$ cat src/rtl/core/oetr_ram.sv
// ----------------------------------------------------------------------------
// oetr_ram
// simple dual port ram, one write port, one registered read port
// ----------------------------------------------------------------------------
module oetr_ram #(
    parameter int WIDTH = 8,
    parameter int DEPTH = 256
) (
    input  logic                     i_clk,
    input  logic                     i_we,
    input  logic [$clog2(DEPTH)-1:0] i_waddr,
    input  logic [WIDTH-1:0]         i_wdata,
    input  logic                     i_re,
    input  logic [$clog2(DEPTH)-1:0] i_raddr,
    output logic [WIDTH-1:0]         o_rdata
);

    logic [WIDTH-1:0] r_mem [DEPTH];
    logic [WIDTH-1:0] r_rdata;

    always_ff @(posedge i_clk) begin
        if (i_we) begin
            r_mem[i_waddr] <= i_wdata;
        end
        if (i_re) begin
            r_rdata <= r_mem[i_raddr];
        end
    end

    assign o_rdata = r_rdata;

endmodule

$ cat config.mk
export PLATFORM = sky130hd
export DESIGN_NAME = oetr_ram
export DESIGN_NICKNAME = d
export VERILOG_FILES = /design/src/rtl/core/oetr_ram.sv
export SDC_FILE = /design/constraint.sdc
export NUM_CORES = 2
export LEC_CHECK = 0
export ABC_AREA = 1
export CORE_ASPECT_RATIO = 0.7
export CORE_MARGIN = 2
export CORE_UTILIZATION = 30
export DETAILED_ROUTE_END_ITERATION = 8
export DONT_BUFFER_PORTS = 1
export HOLD_SLACK_MARGIN = 0.12
export REMOVE_ABC_BUFFERS = 1
export SYNTH_ARGS = -nofsm -noshare
export SYNTH_HDL_FRONTEND = slang
export SYNTH_SLANG_ARGS = --single-unit
$ cat constraint.sdc
create_clock -name i_clk -period 3.3 [get_ports i_clk]
set_input_delay 0.33 -clock i_clk [delete_from_list [all_inputs] [get_ports i_clk]]
set_output_delay 0.33 -clock i_clk [all_outputs]
set_load 0.01 [all_outputs]
### Word level (Yosys, flattened, before mapping)

Memories as Yosys holds them, arrays and structs flattened. A register that Yosys moved wholly into a read port is not among the register bits.
Cells that the tools add are included.

| storage, ports and cells | value |
|---|---|
| memories | 1 |
| output and inout bits | 8 |
| word-level logic and storage cells | 3 |
| flip-flop bits (word level) | 0 |
| memory bits (writable) | 2048 |
| input bits | 27 |

Memory list:

| name | depth | width | read ports | clocked after memory_dff | write ports | line | text |
|---|---|---|---|---|---|---|---|
| r_mem | 256 | 8 | 1 | 1 | 1 | 18 | `logic [WIDTH-1:0] r_mem [DEPTH];` |

| cells by class | value |
|---|---|
| multiplexer cells | 2 |

Operators by type and width:

| operator | number |
|---|---|
| 1-bit 2-to-1 mux | 2 |

### Logic depth before layout (Yosys ltp)

| logic depth | value |
|---|---|
| word-level depth | 2 |
| gate-level depth with buffers | 15 |
| gate-level depth less buffers | 11 |

### Worst setup path before layout

No wires, ideal clock.

| path | value |
|---|---|
| kind | in2reg |
| start point | input i_we |
| end point | memory r_mem[162][0] (enable) |
| slack | 1.479 ns |
| stages | 4 |
| library setup time | 0.370 ns |
| buffers on the path | 2 |
| arrival time | 1.451 ns |
| data required time | 2.930 ns |
| path through | clkbuf_1 nand3_1 clkbuf_1 nor2_1 |

| between the ends | value |
|---|---|
| longest elaborated chain between the ends | 2 |

Ends and longest elaborated chain:

| element | line | text |
|---|---|---|
| start, declared | 10 | `input logic i_we,` |
| 1-bit 2-to-1 mux | 22 | `if (i_we) begin` |
| 1-bit 2-to-1 mux (not written as such) | 23 | `r_mem[i_waddr] <= i_wdata;` |
| end, declared | 18 |  |

No other way between the ends.

==> reports/results.txt <==
Final Util -> 0.344
Worst R2R End -> o_rdata[2]
post-synthesis cell count -> 7,003
Core Footprint -> 276,000 µm²
Overall Power -> 53,000 µW
Final Max Slew Viols -> 0
Buffers & Inverters on Critical Path -> 2
share of cells above drive strength 1 -> 0.0811
Cell Area, Synth -> 83,500 µm²
Chip Width -> 634 µm
Finished Cell Area -> 94,900 µm²
post-cts resize count -> 0
TritonCTS clock tree -> yes
post-DP HPWL -> 131 mm
Peak Freq -> 314 MHz
Critical Path RT -> 3.89 ns
Final setup viols -> 0
power per cell area -> 559 nW/µm²
I/O Pins -> 35
CTS Buf Count -> 191
crit-path max FO -> 234
Non-Filler Instances -> 10.9k
Die Y -> 445 µm
startpoint type of the worst setup path -> primary input
critical path data arrival time -> 3.77 ns
TritonCTS Sinks -> 2,056
Worst R2R Setup Slack -> 1.21 ns
CP Capture Type -> register
drt pass-1 iters -> 6
violated checks -> hold timing
Synth Register Bits -> 2,056
number of fill cells -> 26.6k
Worst path top cell family by delay -> simple AND/OR/NAND/NOR gates
drt drc -> 0
clk_skew -> 0.0435 ns
vias in the first global route -> 52.0k
Routed Antenna Nets -> 0
Hold Worst Slack -> -0.359 ns
max_cap viols -> 0
period utilisation layout -> 0.964
Pleak -> 0.0325 µW
synth unique cells -> 13
Slowest-stage cell, CP -> buf_16
RSZ-0062 raised after global routing -> no
total track usage -> 0.166
first-pass GRT wire length -> 352 mm
placed cell area -> 88,800 µm²
fraction of registers with async set/reset -> 0
post-synth top area cell -> edfxtp_1
CP Launch Point -> i_raddr[1]
Die ar. -> 283,000 µm²
Routed WL per cell -> 22.3 µm
initial antenna violation count -> 13
total gr overflow -> 0
worst-path cell chain -> buf_16 > buf_16 > nand3_1 > nand3_1 > nand3_1 > nand3_1 > nand3_1 > nand3_1 > nand2_1 > nand2_1 > nand2_1
R2R depth -> 10
Skew-Pair Late Insertion Delay -> 0.84 ns
H-tree depth -> 4
Final Hold Viols -> 1,051
Starting Density -> 0.303
Critical path destination -> o_rdata[2]
DRT Wirelength -> 242 mm
EDFF count, synth -> 2,056
Tmin final -> 3.18 ns
Worst Hold Class -> in2reg
CTS root buffer -> clkbuf_16
Crit. path cell count -> 11
Least-Margin Pin Slew -> 1.26 ns
top post-synthesis cells by area -> edfxtp_1 74%, nand3_1 12%, nand2_1 9.5%, buf_2 1.6%, nor2_1 1.3%
top cells by count, synth -> 2,123 x nand2_1, 2,056 x edfxtp_1, 2,019 x nand3_1, 283 x nor2_1, 268 x buf_2
Synth warnings -> 0
Routability Congestion -> 0.865
maximum number of pins on one net before global-route repair -> 514
# port buffers -> 0
RR Startpoint -> r_mem[139][2]
Setup Buffers After CTS -> 0
Vias -> 55.8k
CTS clk-pin slew, worst paths -> 0.06 ns
layout net count -> 7,087
syn avg cell area -> 11.9 µm²
cts hold-fix bufs -> 12
Yosys top cell area share -> 0.740
top_reg_cell synth -> edfxtp_1
# placed instances -> 10.5k
Longest Clk Path Bufs -> 4
CP peak stage delay -> 0.72 ns
VDD IR-drop max -> 425 µV
status -> complete, but fails checks
top-count cell post-synth -> nand2_1
Crit path top cell by count -> nand3_1
WS Path Type -> in2reg
initial DRC count -> 8,007
Via density -> 5.13
# rows -> 161
Seq/Total Area, Yosys -> 0.740
Slew headroom -> 0.157
Syn-to-layout area delta -> 13.7%
==> logic make-up after synthesis <==
family	Yosys count	synth area share
flip-flops	2056	0.740
buffers and inverters	522	0.0312
AND/OR/NAND/NOR	4425	0.229
==> metrics by stage <==
stage          hold WS, ns  TNS (ns)  setup slack (ns)
6_report            -0.359         0             0.118
5_1_grt             -0.409         0            0.0630
4_1_cts             -0.370         0            0.0636
3_5_place_dp         0.450     -5.36            -0.732
3_3_place_gp         0.449     -5.61            -0.787
2_1_floorplan        0.429    -21.97             -2.75
==> layer usage <==
| metal | routed length, µm | GRT usage |
|---|---|---|
| met1 | 106000 | 0.247 |
| met4 | 5870 | 0.0393 |
| met3 | 32600 | 0.0581 |
| met5 | 73 | 0 |
| met2 | 97600 | 0.229 |
==> final cells by class <==
cell class / instances / area, µm² / area share
Inverter: 39 / 180 / 0.00190
Timing Repair Buffer: 347 / 3420 / 0.0360
Tap cell: 3667 / 4590 / 0.0483
Sequential cell: 2056 / 61700 / 0.651
Clock buffer: 238 / 5040 / 0.0531
Clock inverter: 97 / 788 / 0.00831
Antenna cell: 2 / 5.00 / 0.0000527
Multi-Input combinational cell: 4425 / 19100 / 0.202
==> how the worst min path moves through the flow <==
stage	startpoint	end	slack (ns)	depth (start not counted)
2_1_floorplan	i_wdata[0]	r_mem[0][0]	0.43	0
3_3_place_gp	i_re	o_rdata[3]	0.45	0
3_5_place_dp	i_re	o_rdata[2]	0.45	0
4_1_cts	i_wdata[4]	r_mem[35][4]	-0.37	0
5_1_grt	i_wdata[2]	r_mem[135][2]	-0.41	0
6_report	i_wdata[1]	r_mem[100][1]	-0.36	0
==> power by group <==
part | switching (µW) | total, µW | leakage [µW] | internal, µW
Combinational | 1990 | 2840 | 0.0111 | 854
Sequential | 37.8 | 28800 | 0.0185 | 28800
Clock | 9510 | 21400 | 0.00286 | 11900
Total | 11500 | 53000 | 0.0325 | 41500
==> cells in the final DEF (no fill, tap or decap) <==
master / Yosys / routed
nand2_1: 2123 / 2123
edfxtp_1: 2056 / 2056
nand3_1: 2019 / 2019
nor2_1: 283 / 283
buf_4: 46 / 278
clkbuf_16: 0 / 197
clkinv_1: 0 / 49
buf_12: 0 / 49
clkbuf_1: 112 / 43
inv_1: 36 / 34
clkinv_2: 0 / 30
bufinv_16: 0 / 14
dlygate4sd3_1: 0 / 11
buf_16: 0 / 7
inv_6: 0 / 3
diode_2: 0 / 2
inv_8: 0 / 2
inv_16: 0 / 1
inv_4: 1 / 1
inv_2: 2 / 1
clkinvlp_4: 0 / 1
==> flip-flops by register name, summed over array words and instances (netlist names) <==
name and flops:
r_mem 2048, o_rdata 8
Power figures use the tool's default switching activity.
