## src/rtl/core/oetr_queue.sv

```systemverilog
// ----------------------------------------------------------------------------
// oetr_queue
// two entry descriptor queue between front and back
// ----------------------------------------------------------------------------
module oetr_queue #(
    parameter int WIDTH = 8
) (
    input  logic             i_clk,
    input  logic             i_rst_n,
    input  logic             i_valid,
    output logic             o_ready,
    input  logic [WIDTH-1:0] i_data,
    output logic             o_valid,
    input  logic             i_ready,
    output logic [WIDTH-1:0] o_data
);

    logic [WIDTH-1:0] r_slot [2];
    logic             r_wr_ptr, n_wr_ptr;
    logic             r_rd_ptr, n_rd_ptr;
    logic [1:0]       r_fill, n_fill;
    logic             w_push;
    logic             w_pop;

    assign o_ready = (r_fill != 2'd2);
    assign o_valid = (r_fill != 2'd0);
    assign o_data  = r_slot[r_rd_ptr];
    assign w_push  = i_valid && o_ready;
    assign w_pop   = o_valid && i_ready;

    always_comb begin
        n_wr_ptr = w_push ? ~r_wr_ptr : r_wr_ptr;
        n_rd_ptr = w_pop ? ~r_rd_ptr : r_rd_ptr;
        n_fill   = r_fill + {1'b0, w_push} - {1'b0, w_pop};
    end

    always_ff @(posedge i_clk) begin
        if (!i_rst_n) begin
            r_wr_ptr <= 1'b0;
            r_rd_ptr <= 1'b0;
            r_fill   <= 2'd0;
        end else begin
            r_wr_ptr <= n_wr_ptr;
            r_rd_ptr <= n_rd_ptr;
            r_fill   <= n_fill;
        end
    end

    always_ff @(posedge i_clk) begin
        if (w_push) begin
            r_slot[r_wr_ptr] <= i_data;
        end
    end

endmodule

```

## config.mk

```make
export PLATFORM = sky130hd
export DESIGN_NAME = oetr_queue
export DESIGN_NICKNAME = d
export VERILOG_FILES = /design/src/rtl/core/oetr_queue.sv
export SDC_FILE = /design/constraint.sdc
export NUM_CORES = 1
export LEC_CHECK = 0
export BUFFER_PORTS_ARGS = -buffer_cell sky130_fd_sc_hd__buf_2
export CAP_MARGIN = 20
export CORE_ASPECT_RATIO = 1.2
export CORE_UTILIZATION = 49
export DETAILED_ROUTE_END_ITERATION = 7
export PLACE_DENSITY_LB_ADDON = 0.05
export SYNTH_ARGS = -nofsm -noshare
export SYNTH_HDL_FRONTEND = slang
export SYNTH_SLANG_ARGS = --single-unit
```

## constraint.sdc

```tcl
create_clock -name i_clk -period 1.9 [get_ports i_clk]
set_input_delay 0.19 -clock i_clk [delete_from_list [all_inputs] [get_ports i_clk]]
set_output_delay 0.19 -clock i_clk [all_outputs]
set_load 0.01 [all_outputs]
```

After elaboration in Yosys (flattened, before gate mapping). Memories as Yosys holds them, arrays and structs flattened. A register that Yosys moved wholly into a read port is not among the register bits. Index checks and enable logic that the tools add are counted.

Flip-flop bits (word level): 4. Bits in writable memories: 16. Input bits: 12. Output and inout port bits: 10. Word-level logic and storage cells: 16. Memories: 1.

Add/subtract/negate cells: 2. Equal/unequal tests: 1. Mux-type cells: 4. Bitwise logic cells: 2. Reductions and logical operators: 3.

Memory list: r_slot (words 2, width 8, rd ports 1, clocked after Yosys merged registers in 1, wr ports 1, line 18) `logic [WIDTH-1:0] r_slot [2];`.

Operators by type and width (number): two-way mux 1 bit (4); adder 2 x 1 -> 2 bit (1); logical AND 1 bit (2); inequality test 2 bit, second input constant (1); inverter 1 bit (2); nonzero test 2 bit (1); subtractor 2 x 1 -> 2 bit (1).

Longest topological paths before layout. Gate-level depths: netlist of the first run.

Depth in word-level cells: 4. Mapped depth: 8. Mapped depth without buffers: 8.

Worst setup path after synthesis of the first run. No wires, ideal clock.

Path type: reg-to-reg. Start point: reg r_fill[0]. End point: reg r_fill[1]. Library setup time: 0.115 ns. Arrival time: 1.493 ns. Required time: 1.785 ns. Path slack: 0.292 ns. Stages on the path, launching flop included: 9. Buffers on the path: 0. Clock period less this slack: 1.608 ns. Cell sequence: dfxtp_1 -> nand2b_1 -> nand2_1 -> ha_1 -> inv_1 -> ha_1 -> xnor2_1 -> xnor2_1 -> and2_1.

Word-level cells in the longest chain between the ends: 4. Elaborated cells on any way between the ends: 6. Those cells by class: 2 x add/sub; 1 x eq/ne; 3 x reduce/logical.

RTL lines: start, declared (line 21) `logic [1:0] r_fill, n_fill;`; start signal, assigned (line 45) `r_fill <= n_fill;`; inequality test 2 bit (line 25) `assign o_ready = (r_fill != 2'd2);`; named net o_ready (line 11) `output logic o_ready,`; logical AND 1 bit (line 28) `assign w_push = i_valid && o_ready;`; adder 2 x 1 -> 2 bit (line 34) `n_fill = r_fill + {1'b0, w_push} - {1'b0, w_pop};`; subtractor 2 x 1 -> 2 bit (line 34).

The timed path passes the listed nets, and every way through them passes these cells. A chain may end at the register's enable or synchronous reset.

Worst setup path in the final report of the first run.
Start point: reg r_fill[0]. End point: reg r_fill[1].

Word-level cells in the longest chain between the ends: 4. Elaborated cells on any way between the ends: 6. Those cells by class: 2 x add/sub; 1 x eq/ne; 3 x reduce/logical.

RTL lines (line): inequality test 2 bit (25); logical AND 1 bit (28); adder 2 x 1 -> 2 bit (34); subtractor 2 x 1 -> 2 bit * (34).

Every way passes the cells marked *; elsewhere a longest branch is shown, timed or not.

==> impl_metrics.py, run 1 <==
metrics = {
    "yosys": {
        "synth_adder_area_share_pct": 3.09,
        "synth-seq-area-share_pct": 71.6,
        "synth-compound-area-share_pct": 1.08,
        "ys.flop_type": "edfxtp_1",
        "ys_warn_count": 0,
        "synthSimpleGateAreaFrac_pct": 7.56,
        "netlist_area_sq_um": 811,
        "netlist-cell-type-count": 16,
        "synth_cells": 49,
        "synth_top_family_by_area": "multiplexers",
        "synth_seq_cells": 21,
        "synthMuxAreaShare_pct": 12.3,
        "async_flop_share_pct": 0,
        "synth_edf_count": 16,
        "syn_area_per_cell_sq_um": 16.5,
        "syn-num-nets": 63,
        "yosys.area_share.xor_xnor_pct": 3.24,
    },
    "worst_setup_path": {
        "worst_path_largest_cell_delay_ps": 390,
        "cp-end-kind": "flop",
        "path_cells": "nand2b_1 > nand2_1 > ha_1 > inv_1 > ha_1 > xnor2_1 > xnor2_1 > and2_1",
        "timing.rr.start": "r_fill[0]",
        "critPathMaxFanout": 4,
        "crit_slowest_cell": "dfxtp_1",
        "crit_arrival_ps": 1870,
        "path_class": "flop to flop",
        "cp-start-kind": "flop",
        "r2r_slack_ps": 240,
        "reg2regPathDepth": 8,
        "r2r_end": "r_fill[1]",
        "cp.required_ps": 2110,
    },
    "power": {
        "p_per_area_mw_per_mm2": 1240,
        "switching_share_pct": 28.3,
        "ir_worst_vdd_mv": 0.780,
        "netSwitchingPower_uw": 340,
        "p_int_uw": 862,
        "p_seq_share_pct": 52.9,
        "power.share.clock_pct": 16.9,
        "power_leakage_nw": 0.392,
        "combPwrFrac_pct": 30.2,
        "finalPower_mw": 1.20,
    },
    "die": {
        "die_h_microns": 46.6,
        "start_util_pct": 54.7,
        "die_w_microns": 39.1,
        "core_sq_mm": 0.00148,
        "row_count": 15,
        "ios": 22,
        "die_area_sq_mm": 0.00182,
    },
    "cts": {
        "clkLatencyLatePin_ps": 300,
        "cts_tree": "yes",
        "cts_resized": 0,
        "postCtsSetupRepairBufs": 0,
        "holdBufCountCts": 0,
        "path_clk_slew_ps": 110,
        "cts.sinks": 21,
        "cts_max_level": 1,
        "cts_buffer_depth": 2,
        "cts-root-buf": "clkbuf_4",
        "numCtsBuffers": 3,
    },
    "cells_and_area": {
        "syn_to_final_growth_pct": 19.3,
        "nNetsFinal": 89,
        "final_cell_mix": "buf_2 (21), edfxtp_1 (16), mux2_2 (8)",
        "final_common_cell": "buf_2",
        "antenna_cells": 0,
        "drive_gt1_share_pct": 48.6,
    },
    "placed_design": {
        "place.gp.congestion": 0.573,
        "place_ws_ps": 244,
        "dp_hpwl_microns": 806,
        "port_buffers": 21,
    },
    "timing": {
        "fin_crit_sh_pct": 87.6,
        "relSlewSlack_pct": 74.4,
        "setup_ws_ps": 236,
        "timing.hold.ws_ps": 72.4,
        "fin_skew_ps": 9.29,
        "hold_viol": 0,
        "slew_viol_final": 0,
        "setup_viol": 0,
        "period_minus_slack_ps": 1660,
        "tightestPinTransition_ps": 385,
        "fin_setup_tns_ps": 0,
        "fmax_ghz": 0.601,
        "rsz0062_at_grt": "false",
    },
    "run_status": {
        "status": "finished, final reports clean",
    },
    "detailed_routing": {
        "ant_nets": 0,
        "num_vias": 450,
        "dr.pass1.iters": 2,
        "drt-initial-drc-count": 11,
        "via_per_inst": 4.95,
        "post_drt_wl_per_cell_microns": 11.6,
        "finalWirelength_microns": 1050,
        "drc": 0,
    },
    "global_route": {
        "grt_pass1_wl_microns": 1570,
        "grt_max_degree": 13,
        "grt_pass1_vias": 392,
        "grt-ovfl-total": 0,
        "antenna_found_initial": 0,
        "grt_use_total_pct": 13.2,
    },
    "run": {
        "drv_cap": 0,
    },
    "worst_hold_path": {
        "holdPathStages": 1,
        "hold_start": "i_data[0]",
        "hold_end": "r_slot[1][0]",
        "hp-class": "primary input to flop",
    },
}
## per-layer routing
layer	global-route usage [%]	share of wire, %	vias up
met1	14.7	40	204
met3	2.90	4.5	2
met2	23.3	53	16
met5	0	0	-
met4	6.21	1.9	0
li1	-	-	228
## metrics by stage
stage               util [%]  area, sq um  cells
floorplan                  -          811     49
detailed placement      63.4          940     87
CTS                     65.2          967     91
global route            65.2          967     91
finish                  65.2          967     91
global placement        63.4          940     87
## how the worst max path moves through the flow
stage                     depth (start not counted)  startpoint  slack (ps)         to
after floorplan                                   8   r_fill[0]         290  r_fill[1]
after global placement                            8   r_fill[0]         310  r_fill[1]
after detailed placement                          8   r_fill[0]         240  r_fill[1]
after CTS                                         8   r_fill[0]         220  r_fill[1]
after global routing                              8   r_fill[0]          80  r_fill[1]
final                                             8   r_fill[0]         240  r_fill[1]
## power by group through the flow
| stage | Combinational, mW | Clock [mW] | Sequential [mW] |
|---|---|---|---|
| after floorplan | 0.272 | 0 | 0.619 |
| after global placement | 0.358 | 0 | 0.646 |
| after detailed placement | 0.369 | 0 | 0.646 |
| after CTS | 0.372 | 0.212 | 0.637 |
| after global routing | 0.398 | 0.228 | 0.646 |
| final | 0.363 | 0.203 | 0.636 |
## Yosys cell counts (2+ instances only)
| cell | instances | area (sq um) |
|---|---|---|
| xnor2_1 | 3 | 26.3 |
| nand2b_1 | 2 | 12.5 |
| and2_1 | 2 | 12.5 |
| nor2b_1 | 2 | 12.5 |
| ha_1 | 2 | 25.0 |
| nand2_1 | 2 | 7.51 |
| dfxtp_1 | 5 | 100 |
| edfxtp_1 | 16 | 480 |
| mux2_2 | 8 | 90.1 |
## critical path, delay by kind of cell, from the launching register on
family	cells	cell delay, ps
XOR/XNOR	2	250
adder cells (fa/ha/maj)	2	480
buffers and inverters	1	40
flip-flops	1	390
AND/OR/NAND/NOR	3	410
## sequential cells by signal (all words and copies together) (netlist names), named ones only
signal / flops
r_slot: 16
r_fill: 2
r_rd_ptr: 1
r_wr_ptr: 1
## cells by family (layout without fill, tap and decap cells)
logic type	after synthesis	in the layout
flops	21	21
simple gates	11	11
mux	9	9
xor+xnor	3	3
fa+ha+maj	2	2
buf+inv	2	27
compound gates	1	1
## cell type report
type                       instances  area, sq um
clock buffer                       3         22.5
timing repair buffer              22          113
clock inverter                     1         5.00
sequential                        21          581
inverter                           1         3.75
multi-input combinational         26          221
tap                               17         21.3
fill                             119          515
Power figures use the tool's default switching activity.
==> run 2, diff against run 1 <==
--- a/config.mk
+++ b/config.mk
@@ -11,4 +11,6 @@
 export CORE_UTILIZATION = 49
 export DETAILED_ROUTE_END_ITERATION = 7
+export HOLD_SLACK_MARGIN = 0.05
+export MAX_ROUTING_LAYER = met4
 export PLACE_DENSITY_LB_ADDON = 0.05
 export SYNTH_ARGS = -nofsm -noshare
==> constraint.sdc (replaced) <==
create_clock -name i_clk -period 1.9 [get_ports i_clk]
set_input_delay 0.095 -clock i_clk [delete_from_list [all_inputs] [get_ports i_clk]]
set_output_delay 0.095 -clock i_clk [all_outputs]
set_load 0.01 [all_outputs]
==> impl_metrics.py, run 2 (synthesis gave the netlist of run 1 again) <==
metrics = {
    "die": {
        "die_area_sq_mm": 0.00182,
        "core_sq_mm": 0.00148,
        "start_util_pct": 54.7,
        "die_h_microns": 46.6,
        "die_w_microns": 39.1,
        "row_count": 15,
        "ios": 22,
    },
    "cts": {
        "numCtsBuffers": 3,
        "path_clk_slew_ps": 110,
        "cts_max_level": 1,
        "holdBufCountCts": 8,
        "cts.sinks": 21,
        "cts_resized": 0,
        "cts_buffer_depth": 2,
        "cts-root-buf": "clkbuf_4",
        "clkLatencyLatePin_ps": 300,
        "cts_tree": "yes",
        "postCtsSetupRepairBufs": 0,
    },
    "detailed_routing": {
        "ant_nets": 0,
        "post_drt_wl_per_cell_microns": 11.4,
        "drt-initial-drc-count": 14,
        "finalWirelength_microns": 1130,
        "via_per_inst": 4.73,
        "num_vias": 468,
        "drc": 0,
        "dr.pass1.iters": 2,
    },
    "worst_setup_path": {
        "timing.rr.start": "r_fill[0]",
        "crit_slowest_cell": "dfxtp_1",
        "path_cells": "nand2b_1 > nand2_1 > ha_1 > inv_1 > ha_1 > xnor2_1 > xnor2_1 > and2_1",
        "cp-end-kind": "flop",
        "cp.required_ps": 2110,
        "cp_top_family": "adder cells",
        "crit_buf_inv": 1,
        "crit_arrival_ps": 1870,
        "cp-start-kind": "flop",
        "reg2regPathDepth": 8,
        "worst_path_largest_cell_delay_ps": 390,
        "critPathMaxFanout": 4,
        "r2r_end": "r_fill[1]",
        "r2r_slack_ps": 240,
        "path_class": "flop to flop",
    },
    "timing": {
        "tightestPinTransition_ps": 372,
        "fin_setup_tns_ps": 0,
        "period_minus_slack_ps": 1660,
        "fin_skew_ps": 8.96,
        "slew_viol_final": 0,
        "timing.hold.ws_ps": 65.8,
        "setup_ws_ps": 238,
        "relSlewSlack_pct": 75.2,
        "fin_crit_sh_pct": 87.5,
        "hold_viol": 0,
        "fmax_ghz": 0.602,
        "rsz0062_at_grt": "false",
        "setup_viol": 0,
    },
    "cells_and_area": {
        "top_regs": "r_slot x16, r_fill x2",
        "final_common_cell": "buf_2",
        "nNetsFinal": 97,
        "final_cell_mix": "buf_2 (21), edfxtp_1 (16), mux2_2 (8), dlygate4sd3_1 (8), dfxtp_1 (5)",
        "drive_gt1_share_pct": 43.9,
        "largest_reg_flops": 16,
        "final_area_sq_mm": 0.00105,
        "largest-register": "r_slot",
        "antenna_cells": 0,
        "syn_to_final_growth_pct": 29.2,
    },
    "worst_hold_path": {
        "holdPathStages": 2,
        "hp-class": "primary input to flop",
        "hold_start": "i_rst_n",
        "hold_end": "r_fill[0]",
    },
    "placed_design": {
        "dp_hpwl_microns": 806,
        "place_area_sq_um": 940,
        "place.gp.congestion": 0.576,
        "port_buffers": 21,
        "place_ws_ps": 244,
    },
    "global_route": {
        "antenna_found_initial": 0,
        "grt_max_degree": 13,
        "grt_pass1_vias": 400,
        "grt_pass1_wl_microns": 1630,
        "grt_use_total_pct": 14.2,
        "grt-ovfl-total": 0,
    },
    "power": {
        "ir_worst_vdd_mv": 0.776,
        "power_leakage_nw": 0.425,
        "finalPower_mw": 1.21,
        "p_per_area_mw_per_mm2": 1160,
    },
    "run_status": {
        "status": "finished, final reports clean",
    },
    "run": {
        "drv_cap": 0,
    },
}
[run 2: report_power, final]
group          switching [mW]  total [mW]  leakage (nW)  internal (mW)
clock network           0.124       0.203        0.0177         0.0784
logic                   0.164       0.374         0.217          0.210
registers              0.0522       0.636         0.191          0.584
[run 2: cell type report]
cell class	instances	area, sq um
sequential	21	581
fill	108	435
multi-input combinational	26	221
timing repair buffer	30	193
clock buffer	3	22.5
tap	17	21.3
clock inverter	1	5.00
inverter	1	3.75
[run 2: per-stage QoR]
step,util [%],cells
after global routing,70.6,99
after global placement,63.4,87
after floorplan,-,49
final,70.6,99
after detailed placement,63.4,87
after CTS,70.6,99
[run 2: metal layers]
metal	GRT usage (%)	up-vias	share of wire, %
li1	-	244	-
met1	17.0	206	43
met3	2.90	2	4.1
met5	-	-	0
met2	23.0	16	51
met4	6.21	0	1.8
[run 2: how the worst max path moves through the flow]
stage                     startpoint   endpoint  slack (ps)  depth (start not counted)
final                      r_fill[0]  r_fill[1]         240                          8
after global routing       r_fill[0]  r_fill[1]          80                          8
after CTS                  r_fill[0]  r_fill[1]         220                          8
after detailed placement   r_fill[0]  r_fill[1]         240                          8
after global placement     r_fill[0]  r_fill[1]         310                          8
after floorplan            r_fill[0]  r_fill[1]         290                          8
[run 2: worst register-to-register path, stage by stage, from the launching register on]
cell	delay [ps]
dfxtp_1	390
nand2b_1	160
nand2_1	110
ha_1	290
inv_1	40
ha_1	180
xnor2_1	130
xnor2_1	120
and2_1	150
