--- src/rtl/core/oetr_pkg.sv ---
// ----------------------------------------------------------------------------
// oetr_pkg
// shared types and constants of the overwriting event trace ring
// ----------------------------------------------------------------------------
package oetr_pkg;

    localparam int MAX_RESULTS = 64;
    localparam int CNT_W       = 7;
    localparam int UNREAD_W    = 8;
    localparam int LIMIT_W     = 16;
    localparam int WIDE_W      = 17;

    typedef struct packed {
        logic [63:0] seq_number;
        logic [63:0] timestamp;
        logic [31:0] event_type;
        logic [31:0] event_flags;
        logic [7:0]  cpu_index;
        logic [63:0] process_id;
        logic [63:0] thread_id;
        logic [63:0] argument_a;
        logic [63:0] argument_b;
        logic [63:0] argument_c;
        logic [63:0] argument_d;
    } t_record;

    localparam int REC_W = $bits(t_record);

    typedef struct packed {
        logic issue;
        logic snap_done;
    } t_back_stat;

endpackage

--- src/rtl/core/oetr_back.sv ---
// ----------------------------------------------------------------------------
// oetr_back
// walks read descriptors, one ram read per cycle unless the output is stalled, drives output word valid
// ----------------------------------------------------------------------------
module oetr_back import oetr_pkg::*; #(
    parameter int RING_DEPTH = 256
) (
    input  logic                              i_clk,
    input  logic                              i_rst_n,
    input  logic                              i_q_valid,
    output logic                              o_q_ready,
    input  logic [$clog2(RING_DEPTH)+CNT_W:0] i_q_data,
    output logic                              o_re,
    output logic [$clog2(RING_DEPTH)-1:0]     o_raddr,
    output t_back_stat                        o_stat,
    output logic                              o_valid,
    input  logic                              i_ready,
    output logic                              o_last
);

    localparam int AW = $clog2(RING_DEPTH);

    logic             r_cur_vld, n_cur_vld;
    logic             r_snap, n_snap;
    logic [AW-1:0]    r_slot, n_slot;
    logic [CNT_W-1:0] r_left, n_left;
    logic             r_rd_vld, n_rd_vld;
    logic             r_rd_last, n_rd_last;

    logic             d_snap;
    logic [AW-1:0]    d_slot;
    logic [CNT_W-1:0] d_len;
    logic             w_issue;
    logic             w_finish;
    logic             w_pop;

    assign {d_snap, d_slot, d_len} = i_q_data;

    assign w_issue   = r_cur_vld && (!r_rd_vld || i_ready);
    assign w_finish  = w_issue && (r_left == CNT_W'(1));
    assign w_pop     = i_q_valid && (!r_cur_vld || w_finish);
    assign o_q_ready = !r_cur_vld || w_finish;

    assign o_re    = w_issue;
    assign o_raddr = r_slot;
    assign o_stat.issue     = w_issue;
    assign o_stat.snap_done = w_finish && r_snap;
    assign o_valid = r_rd_vld;
    assign o_last  = r_rd_last;

    always_comb begin
        n_cur_vld = r_cur_vld;
        n_snap    = r_snap;
        n_slot    = r_slot;
        n_left    = r_left;
        if (w_pop) begin
            n_cur_vld = 1'b1;
            n_snap    = d_snap;
            n_slot    = d_slot;
            n_left    = d_len;
        end else if (w_finish) begin
            n_cur_vld = 1'b0;
        end else if (w_issue) begin
            n_slot = (r_slot == AW'(RING_DEPTH - 1)) ? '0 : r_slot + AW'(1);
            n_left = r_left - CNT_W'(1);
        end
        n_rd_vld  = r_rd_vld;
        n_rd_last = r_rd_last;
        if (w_issue) begin
            n_rd_vld  = 1'b1;
            n_rd_last = (r_left == CNT_W'(1));
        end else if (i_ready) begin
            n_rd_vld = 1'b0;
        end
    end

    always_ff @(posedge i_clk) begin
        if (!i_rst_n) begin
            r_cur_vld <= 1'b0;
            r_rd_vld  <= 1'b0;
            r_rd_last <= 1'b0;
        end else begin
            r_cur_vld <= n_cur_vld;
            r_rd_vld  <= n_rd_vld;
            r_rd_last <= n_rd_last;
        end
    end

    always_ff @(posedge i_clk) begin
        r_snap <= n_snap;
        r_slot <= n_slot;
        r_left <= n_left;
    end

endmodule

--- config.mk ---
export PLATFORM = sky130hd
export DESIGN_NAME = oetr_back
export DESIGN_NICKNAME = d
export VERILOG_FILES = /design/src/rtl/core/oetr_pkg.sv /design/src/rtl/core/oetr_back.sv
export SDC_FILE = /design/constraint.sdc
export NUM_CORES = 1
export LEC_CHECK = 0
export BUFFER_PORTS_ARGS = -buffer_cell sky130_fd_sc_hd__buf_4
export CORE_MARGIN = 4
export CORE_UTILIZATION = 45
export CTS_CLUSTER_SIZE = 14
export DETAILED_ROUTE_END_ITERATION = 8
export HOLD_SLACK_MARGIN = 0.06
export PLACE_DENSITY = 0.82
export SKIP_LAST_GASP = 1
export SLEW_MARGIN = 20
export SYNTH_ARGS = -nofsm -noshare
export SYNTH_HDL_FRONTEND = slang
export SYNTH_SLANG_ARGS = --single-unit
--- constraint.sdc ---
create_clock -name i_clk -period 2.8 [get_ports i_clk]
set_input_delay 0.28 -clock i_clk [delete_from_list [all_inputs] [get_ports i_clk]]
set_output_delay 0.28 -clock i_clk [all_outputs]
set_load 0.01 [all_outputs]
; After elaboration in Yosys (flattened, before gate mapping)
; Index checks and enable logic that the tools add are counted.
[classes]
n_addsub = 2
n_mul = 0
div_mod_pow = 0
magnitude_cmp = 0
eq_ne = 3
n_shift = 0
n_mux = 11
n_bitwise = 0
n_reduce_logical = 12
[ops]
columns = cell, count
row1 = 8-bit 2-to-1 mux, 4
row2 = 7-bit 2-to-1 mux, 3
row3 = 8-bit by 1-bit adder with 8-bit output (second input constant), 1
row4 = 8-bit == test (second input constant), 1
row5 = 7-bit by 1-bit == test with 1-bit output (second input constant), 1
row6 = 7-bit by 1-bit subtractor with 7-bit output (second input constant), 1
row7 = 2-bit nonzero test, 3
row8 = 1-bit logical AND, 4
row9 = 1-bit 2-to-1 mux, 4
row10 = 1-bit zero test, 2
row11 = 1-bit logical OR, 2
row12 = 2-bit by 1-bit != test with 1-bit output (second input constant), 1
row13 = 2-bit AND reduction, 1
[word_totals]
reg_bits = 19
latch_bits = 0
ram_bits = 0
romBits = 0
inputBits = 20
mem_count = 0

; Depth between registers and ports, before layout
; Gate-level depths: netlist (run 1).
[depth]
depth_word = 8
mapped_depth = 8
depth_no_buf = 7

; Least setup slack after synthesis (run 1)
; OpenSTA, ideal clock, no wires.
[synth_path]
path_kind = register -> register
startpoint = reg r_left[1]
endpoint = reg r_slot[0] (netlist: o_raddr[0]) (enable)
arrival_ps = 2029
setup_slack_ps = 363
stages_incl_launch_ff = 7
synth_period_minus_slack_ps = 2437
cell_sequence = edfxtp_1 inv_1 ha_1 or4b_4 o41ai_4 nand2_4 o21ai_0
[synth_between]
elab_chain_cells = 6
elab_cells_between_ends = 7
[synth_rtl]
columns = item, line_no
row1 = "start, declared", oetr_back.sv:26  ; logic [CNT_W-1:0] r_left, n_left;
row2 = "start signal, assigned", oetr_back.sv:92  ; r_left <= n_left;
row3 = 7-bit by 1-bit == test with 1-bit output *, oetr_back.sv:40  ; assign w_finish = w_issue && (r_left == CNT_W'(1));
row4 = 1-bit logical AND *, oetr_back.sv:40
row5 = 1-bit logical OR, oetr_back.sv:41  ; assign w_pop = i_q_valid && (!r_cur_vld || w_finish);
row6 = 1-bit logical AND, oetr_back.sv:41
row7 = 2-bit by 1-bit != test with 1-bit output (no line) / 2-bit nonzero test (equally long branches), n/a
row8 = 2-bit AND reduction (no line) *, n/a
row9 = "end signal, assigned", oetr_back.sv:91  ; r_slot <= n_slot;
row10 = "end, declared", oetr_back.sv:25  ; logic [AW-1:0] r_slot, n_slot;
; Every way passes the cells marked *; elsewhere a longest branch is shown, timed or not.
; A chain may end at the register's enable or synchronous reset.

; Final worst setup path (run 1)
[layout_path]
startpoint = reg r_left[1]
endpoint = out o_q_ready
[layout_between]
elab_chain_cells = 3
[layout_rtl]
columns = item, line_no
row1 = 7-bit by 1-bit == test with 1-bit output, oetr_back.sv:40
row2 = 1-bit logical AND, oetr_back.sv:40
row3 = 1-bit logical OR, oetr_back.sv:42  ; assign o_q_ready = !r_cur_vld || w_finish;
row4 = "end, declared", oetr_back.sv:11  ; output logic o_q_ready,
; No other way between the ends.

==> impl_metrics.json, run 1 <==
{
  "status": "complete, no violations",
  "p_per_area_nw_per_um2": 545.0,
  "critical_path_class": "flop to output pin",
  "yosys_warnings": 0,
  "cts-buffers-inserted": 3,
  "ys.flop_type": "edfxtp_1",
  "hpwl_um": 1825,
  "grt_first_pass_wirelength_um": 3857,
  "p_leak_nw": 0.5837,
  "r2r_setup_slack_ps": 490,
  "drv_cap": 0,
  "cts_sinks": 19,
  "grt_max_degree": 12,
  "root_buffer": "clkbuf_4",
  "die_w_um": 57.44,
  "hold_viol": 0,
  "first_global_vias": 832,
  "dieArea_sq_um": 3299,
  "synth_cell_types": 31,
  "worstPathArrival_ps": 2070,
  "syn-mean-instance-area_sq_um": 11.34,
  "track_usage": 0.1545,
  "drv_slew": 0,
  "power_mw": 0.7658,
  "place_inst": 157,
  "fin_worst_skew_ps": 1.367,
  "antenna_found_initial": 0,
  "vias": 878,
  "cts.clk_slew.worst_paths_ps": 110,
  "initial_core_util": 0.4832,
  "synth-edff-count": 16,
  "syn-cell-area_sq_um": 1100,
  "final_area_sq_um": 1405,
  "routedWlPerCell_um": 14.42,
  "nNetsFinal": 157,
  "htreeDepth": 1,
  "drtPass1Iterations": 4,
  "instances_no_fill": 161,
  "synth_top_area_share": 0.4369,
  "slew_headroom": 0.7614,
  "fin_tns_setup_ps": 0,
  "fmax_mhz": 424.9,
  "rsz0062_at_grt": "false",
  "clockBufferDepth": 2,
  "synth_fp_nets": 120,
  "fin_hold_ws_ps": 148.3,
  "routed_wl_um": 2322,
  "seq_area_frac_synth": 0.4915,
  "yosys.area.top_type": "edfxtp_1",
  "grt_overflow": 0,
  "post_cts_buffers": 0,
  "via_per_inst": 5.453,
  "reg2reg_to": "o_raddr[1]",
  "startpoint_type": "flop",
  "peakVddDrop_mv": 0.4375,
  "drive_gt1_frac": 0.3759,
  "ys_async_sr_fraction": 0,
  "ys_top_cells_by_area": "edfxtp_1, mux2_4, xnor2_1",
  "worst_pin_slew_ps": 357.2,
  "fin_util": 0.6174,
  "setup_viol": 0,
  "diodes": 0,
  "drt_iter0_drc": 17,
  "post-route-drc-count": 0,
  "fin_crit_sh": 0.8406,
  "place_congestion": 0.7998,
  "clkLatencyLatePin_ps": 300,
  "timing.rr.start": "r_left[1]",
  "place_ws_ps": 487.2,
  "min_path_type": "input port to flop",
  "fin_ws_ps": 446.4,
  "boundaryPins": 34,
  "synthCells": 97,
  "final_antenna_net_count": 0,
  "cp-endpoint": "o_q_ready",
  "tritoncts": "built",
  "worstSetupEndpointType": "output pin",
  "cts_hold_buffers": 0,
  "layout_commonest_cell": "buf_4",
  "placed_area_sq_um": 1378,
  "ctsResizeCount": 0,
  "coreArea_sq_um": 2276,
  "die_y_um": 57.44,
  "io_buffer_count": 33,
  "min_period_ps": 2354,
  "rows": 17,
  "critPathMaxFanout": 11,
  "syn2layout_area_growth_pct": 27.76,
  "layout_common_cells": "buf_4, edfxtp_1, nand3_1",
  "reg2regPathDepth": 7,
  "ys_ff_latch": 19,
  "crit_start": "r_left[1]",
  "crit_required_ps": 2520
}
## layer usage
layer / share of wire / GRT usage / vias up
li1: - / - / 427
met1: 0.43 / 0.1885 / 410
met2: 0.50 / 0.2516 / 37
met3: 0.050 / 0.04299 / 4
met4: 0.018 / 0.06954 / 0
met5: 0 / 0 / -
## how the worst min path moves through the flow
| stage | slack (ps) | startpoint | depth (start not counted) | endpoint |
|---|---|---|---|---|
| final | 150 | i_q_data[15] | 1 | r_snap |
| after floorplan | 380 | i_q_data[15] | 0 | r_snap |
| after global placement | 460 | i_q_data[15] | 1 | r_snap |
| after CTS | 140 | i_q_data[15] | 1 | r_snap |
| after detailed placement | 460 | o_last | 2 | o_last |
| after global routing | 130 | i_q_data[15] | 1 | r_snap |
## power breakdown
part	total (mW)	switching, mW	internal (mW)
clock	0.140	0.0863	0.0533
combinational	0.213	0.0928	0.120
sequential	0.413	0.0494	0.364
## layout make-up
class,instances,area (sq um)
clock buffer,3,22.52
clock inverter,1,5.005
fill,180,870.8
inverter,5,18.77
multi-input combinational,69,513.0
sequential,19,540.5
tap,28,35.03
timing repair buffer,36,270.3
## cells by family after synthesis
group | Yosys count | synth area share
AND/OR/NAND/NOR | 34 | 0.1638
flip-flops | 19 | 0.4915
AO/OA/AOI/OAI | 16 | 0.1103
XOR/XNOR | 10 | 0.07964
buffers and inverters | 9 | 0.04208
multiplexers | 6 | 0.07850
adder cells (fa/ha/maj) | 3 | 0.03413
## flip-flops by register name, indices dropped and copies added (netlist names)
signal     count
o_valid        1
o_raddr        8
r_cur_vld      1
o_last         1
r_snap         1
r_left         7
## synthesized netlist by cell type, types with 2 or more instances
cell       n
inv_1      4
nor3_1     2
edfxtp_1  16
mux2_4     5
nand2_1    6
dfxtp_1    3
nor2_1     6
a21boi_0   2
ha_1       3
nand4_1    2
nand3_1   12
xnor2_1    8
o21ai_0    7
xor2_1     2
o31ai_1    3
## critical path, cell delays in order, from the launching register on
cell      delay (ps)
edfxtp_1         400
inv_1             80
ha_1             130
or4b_4           470
o41ai_4          310
buf_4            250
buf_4            140
Note: power is estimated with default switching activity, not from simulation.
==> inputs of run 2 (changes only) <==
Settings changed: PLACE_DENSITY 0.82 to 0.84.
Clock period 2.8 ns to 2 ns, I/O delays scaled along.
==> impl_metrics.json, run 2 (synthesized netlist as in run 1, its figures left out) <==
{
  "drtPass1Iterations": 4,
  "reg2regPathDepth": 8,
  "syn2layout_area_growth_pct": 54.15,
  "grt_first_pass_wirelength_um": 4774,
  "fmax_mhz": 433.4,
  "rsz0062_at_grt": "true",
  "power_mw": 1.238,
  "initial_core_util": 0.4832,
  "instances_no_fill": 177,
  "hold_viol": 0,
  "slew_headroom": 0.6491,
  "largest_reg_flops": 8,
  "min_period_ps": 2307,
  "worstPathArrival_ps": 2110,
  "reg2reg_to": "r_left[0]",
  "vias": 945,
  "crit_path_max_incr_delay_ps": 480,
  "layout_common_cells": "buf_4, edfxtp_1, nand3_1",
  "clkLatencyLatePin_ps": 300,
  "worst_pin_slew_ps": 524.4,
  "drv_slew": 0,
  "coreArea_sq_um": 2276,
  "startpoint_type": "flop",
  "routedWlPerCell_um": 16.62,
  "rows": 17,
  "dieArea_sq_um": 3299,
  "p_per_area_nw_per_um2": 730.2,
  "track_usage": 0.1922,
  "place_inst": 164,
  "drv_cap": 0,
  "p_leak_nw": 0.7094,
  "worstSetupEndpointType": "output pin",
  "drive_gt1_frac": 0.5168,
  "first_global_vias": 963,
  "violations": "negative setup slack",
  "min_path_type": "input port to flop",
  "drt_iter0_drc": 30,
  "fin_worst_skew_ps": 2.836,
  "boundaryPins": 34,
  "fin_util": 0.7449,
  "diodes": 0,
  "min_to": "o_valid",
  "cts-buffers-inserted": 3,
  "antenna_found_initial": 0,
  "die_y_um": 57.44,
  "cts.clk_slew.worst_paths_ps": 120,
  "timing.rr.start": "r_left[1]",
  "fin_ws_ps": -307.3,
  "r2r_setup_slack_ps": -300,
  "clockBufferDepth": 2,
  "tritoncts": "built",
  "fin_crit_sh": 1.154,
  "place_congestion": 0.8266,
  "critical_path_class": "flop to output pin",
  "cts_sinks": 19,
  "final_antenna_net_count": 0,
  "holdPathStages": 2,
  "post-route-drc-count": 0,
  "nNetsFinal": 173,
  "htreeDepth": 1,
  "peakVddDrop_mv": 0.4796,
  "die_w_um": 57.44,
  "crit_required_ps": 1800,
  "critPathSlowestCell": "or4b_4",
  "root_buffer": "clkbuf_4",
  "critPathMaxFanout": 11,
  "fin_tns_setup_ps": -7702,
  "grt_overflow": 0,
  "hpwl_um": 1957,
  "crit_chain": "inv_2, ha_4, or4b_4, o41ai_4, buf_6, buf_4",
  "io_buffer_count": 33,
  "via_per_inst": 5.339,
  "routed_wl_um": 2941,
  "grt_max_degree": 16,
  "setup_viol": 33,
  "layout_commonest_cell": "buf_4",
  "status": "complete, but fails checks",
  "worstHoldStart": "i_rst_n"
}
[run 2: changes by cell type in the layout (fill, tap and decap cells not counted), sizes merged]
cell / before / now
buf: 36 / 50
clkbuf: 3 / 5
clkinv: 1 / 0
dlygate4sd3: 0 / 1
[run 2: area by class of cell]
class	count	area, sq um
clock buffer	4	26.28
sequential	19	540.5
multi-input combinational	69	614.3
tap	28	35.03
timing repair buffer	52	457.9
fill	164	580.6
inverter	5	21.27
[run 2: worst max-delay path by stage]
stage                     startpoint         end  slack [ps]  cells after the start
final                      r_left[1]   o_q_ready        -310                      6
after global routing       r_left[1]   o_q_ready        -360                      6
after CTS                  r_left[1]   o_q_ready        -290                      6
after detailed placement   r_left[1]   r_left[6]        -220                      7
after global placement     r_left[1]   r_left[4]        -110                      7
after floorplan            r_left[1]  o_raddr[1]        -130                      7
[run 2: report_power, final]
group / internal [mW] / switching, mW / total [mW]
clock network: 0.0776 / 0.126 / 0.203
registers: 0.509 / 0.0762 / 0.586
logic: 0.262 / 0.187 / 0.449
[run 2: routing by layer]
layer / GRT usage / vias to the layer above / routed length (um)
li1: - / 462 / -
met1: 0.2560 / 453 / 1237
met2: 0.3145 / 26 / 1533
met3: 0.03846 / 4 / 132
met4: 0.05629 / 0 / 38
met5: 0 / - / 0
[run 2: stage by stage]
stage,cell area [sq um],setup WS (ps),hold WS [ps]
floorplan,1104,-126.7,298.9
global placement,1459,-109.2,378.7
detailed placement,1459,-223.2,379.8
CTS,1615,-285.5,112.8
global route,1695,-363.1,129.3
finish,1695,-307.3,120.6
[run 2: what timing repair did]
item	4_1_cts	5_1_grt
endpoints found under the setup margin	33	33
hold buffers	1	0
resized for setup	26	7
gates cloned	1	1
endpoints found under the hold margin	1	0
pin swaps	9	2
buffers inserted	5	2
[run 2: worst max-delay path, delay by kind of cell, from the launching register on]
kind | cells | cell delay, ps
AO/OA/AOI/OAI | 1 | 340
adder cells (fa/ha/maj) | 1 | 120
buffers and inverters | 3 | 440
flip-flops | 1 | 440
AND/OR/NAND/NOR | 1 | 480
==> inputs of run 3 (changes only) <==
Settings changed: PLACE_DENSITY 0.84 to 0.8.
==> impl_metrics.json, run 3 (synthesized netlist as in run 1, its figures left out) <==
{
  "final_area_sq_um": 1672,
  "fin_ws_ps": -314.2,
  "hold_viol": 0,
  "drive_gt1_frac": 0.5205,
  "slew_headroom": 0.6462,
  "first_global_vias": 950,
  "cts-buffers-inserted": 3,
  "fin_crit_sh": 1.157,
  "worstSetupEndpointType": "output pin",
  "placed_area_sq_um": 1451,
  "cts_sinks": 19,
  "seqCellArea_sq_um": 540.5,
  "layout_common_cells": "buf_4, edfxtp_1, nand3_1",
  "critical_path_class": "flop to output pin",
  "clkLatencyLatePin_ps": 290,
  "p_leak_nw": 0.6947,
  "drv_slew": 0,
  "worstPathArrival_ps": 2110,
  "fin_tns_setup_ps": -6959,
  "post-route-drc-count": 0,
  "critPathMaxFanout": 2,
  "final_antenna_net_count": 0,
  "nNetsFinal": 170,
  "setup_viol": 33,
  "cp_common_cell": "buf_6",
  "grt_first_pass_wirelength_um": 4291,
  "clockBufferDepth": 2,
  "p_per_area_nw_per_um2": 724.6,
  "drv_cap": 0,
  "peakVddDrop_mv": 0.6477,
  "track_usage": 0.1669,
  "place_inst": 163,
  "grt_max_degree": 12,
  "die_y_um": 57.44,
  "coreArea_sq_um": 2276,
  "routedWlPerCell_um": 16.17,
  "io_buffer_count": 33,
  "dieArea_sq_um": 3299,
  "fmax_mhz": 432.1,
  "diodes": 0,
  "path_buf_inv": 4,
  "root_buffer": "clkbuf_4",
  "cp_top_family": "simple AND/OR/NAND/NOR gates",
  "initial_core_util": 0.4832,
  "instances_no_fill": 174,
  "largest_reg_flops": 8,
  "cts.clk_slew.worst_paths_ps": 120,
  "crit_required_ps": 1800,
  "rows": 17,
  "worst_pin_slew_ps": 528.8,
  "routed_wl_um": 2814,
  "multi_input_area_sq_um": 611.8,
  "tritoncts": "built",
  "rsz0062_at_grt": "true",
  "fin_worst_skew_ps": 4.055,
  "min_period_ps": 2314,
  "startpoint_type": "flop",
  "min_path_type": "input port to flop",
  "status": "complete, but fails checks",
  "die_w_um": 57.44,
  "critPathSlowestCell": "or4b_4",
  "vias": 976,
  "drtPass1Iterations": 4,
  "place_congestion": 0.7937,
  "hpwl_um": 1863,
  "boundaryPins": 34,
  "via_per_inst": 5.609,
  "drt_iter0_drc": 28,
  "syn2layout_area_growth_pct": 51.99,
  "violations": "negative setup slack",
  "place_ws_ps": -160.4,
  "antenna_found_initial": 0,
  "htreeDepth": 1,
  "layout_commonest_cell": "buf_4",
  "crit_path_max_incr_delay_ps": 480,
  "crit_chain": "inv_2, ha_4, or4b_4, buf_6, nor3_4, buf_6, and3_4, buf_6",
  "grt_overflow": 0,
  "nFillCells": 137
}
[run 3: cell type report]
cell class / instances / area share
Clock buffer: 3 / 0.01347
Clock inverter: 1 / 0.002994
Inverter: 5 / 0.01272
Multi-Input combinational cell: 69 / 0.3660
Sequential cell: 19 / 0.3234
Tap cell: 28 / 0.02096
Timing Repair Buffer: 49 / 0.2605
[run 3: per-layer routing]
| metal | wire length, um | vias up | global-route usage |
|---|---|---|---|
| li1 | - | 456 | - |
| met5 | 0 | - | 0 |
| met4 | 12 | 0 | 0.04305 |
| met2 | 1417 | 35 | 0.2968 |
| met3 | 130 | 2 | 0.03167 |
| met1 | 1253 | 483 | 0.2054 |
[run 3: through the flow]
| stage | total power [mW] | utilization | hold WS [ps] |
|---|---|---|---|
| 2_1_floorplan | 0.7624 | - | 298.9 |
| 6_report | 1.211 | 0.7345 | 117.5 |
| 4_1_cts | 1.160 | 0.6861 | 69.87 |
| 3_3_place_gp | 0.9098 | 0.6377 | 378.9 |
| 3_5_place_dp | 0.9226 | 0.6377 | 380.9 |
| 5_1_grt | 1.280 | 0.7345 | 115.8 |
[run 3: power breakdown]
part / leakage (nW) / switching (mW) / total [mW] / internal [mW]
Clock: 0.0177 / 0.123 / 0.197 / 0.0743
Combinational: 0.494 / 0.180 / 0.429 / 0.249
Sequential: 0.183 / 0.0760 / 0.586 / 0.509
Total: 0.695 / 0.378 / 1.21 / 0.833
[run 3: repair_timing]
| item | 4_1_cts | 5_1_grt |
|---|---|---|
| pin swaps | 4 | 6 |
| buffers inserted | 3 | 2 |
| endpoints found under the setup margin | 33 | 34 |
| hold buffers | 0 | 1 |
| endpoints found under the hold margin | 0 | 1 |
| resized for setup | 20 | 14 |
| cloned | 1 | 1 |
[run 3: worst paths after layout]
kind / startpoint / endpoint / slack (ps) / cells after the start
max reg2reg: r_left[1] / o_raddr[1] / -280 / 7
max: r_left[1] / o_stat[0] / -310 / 8
min reg2reg: o_last / o_last / 460 / 2
min: i_rst_n / o_valid / 120 / 2
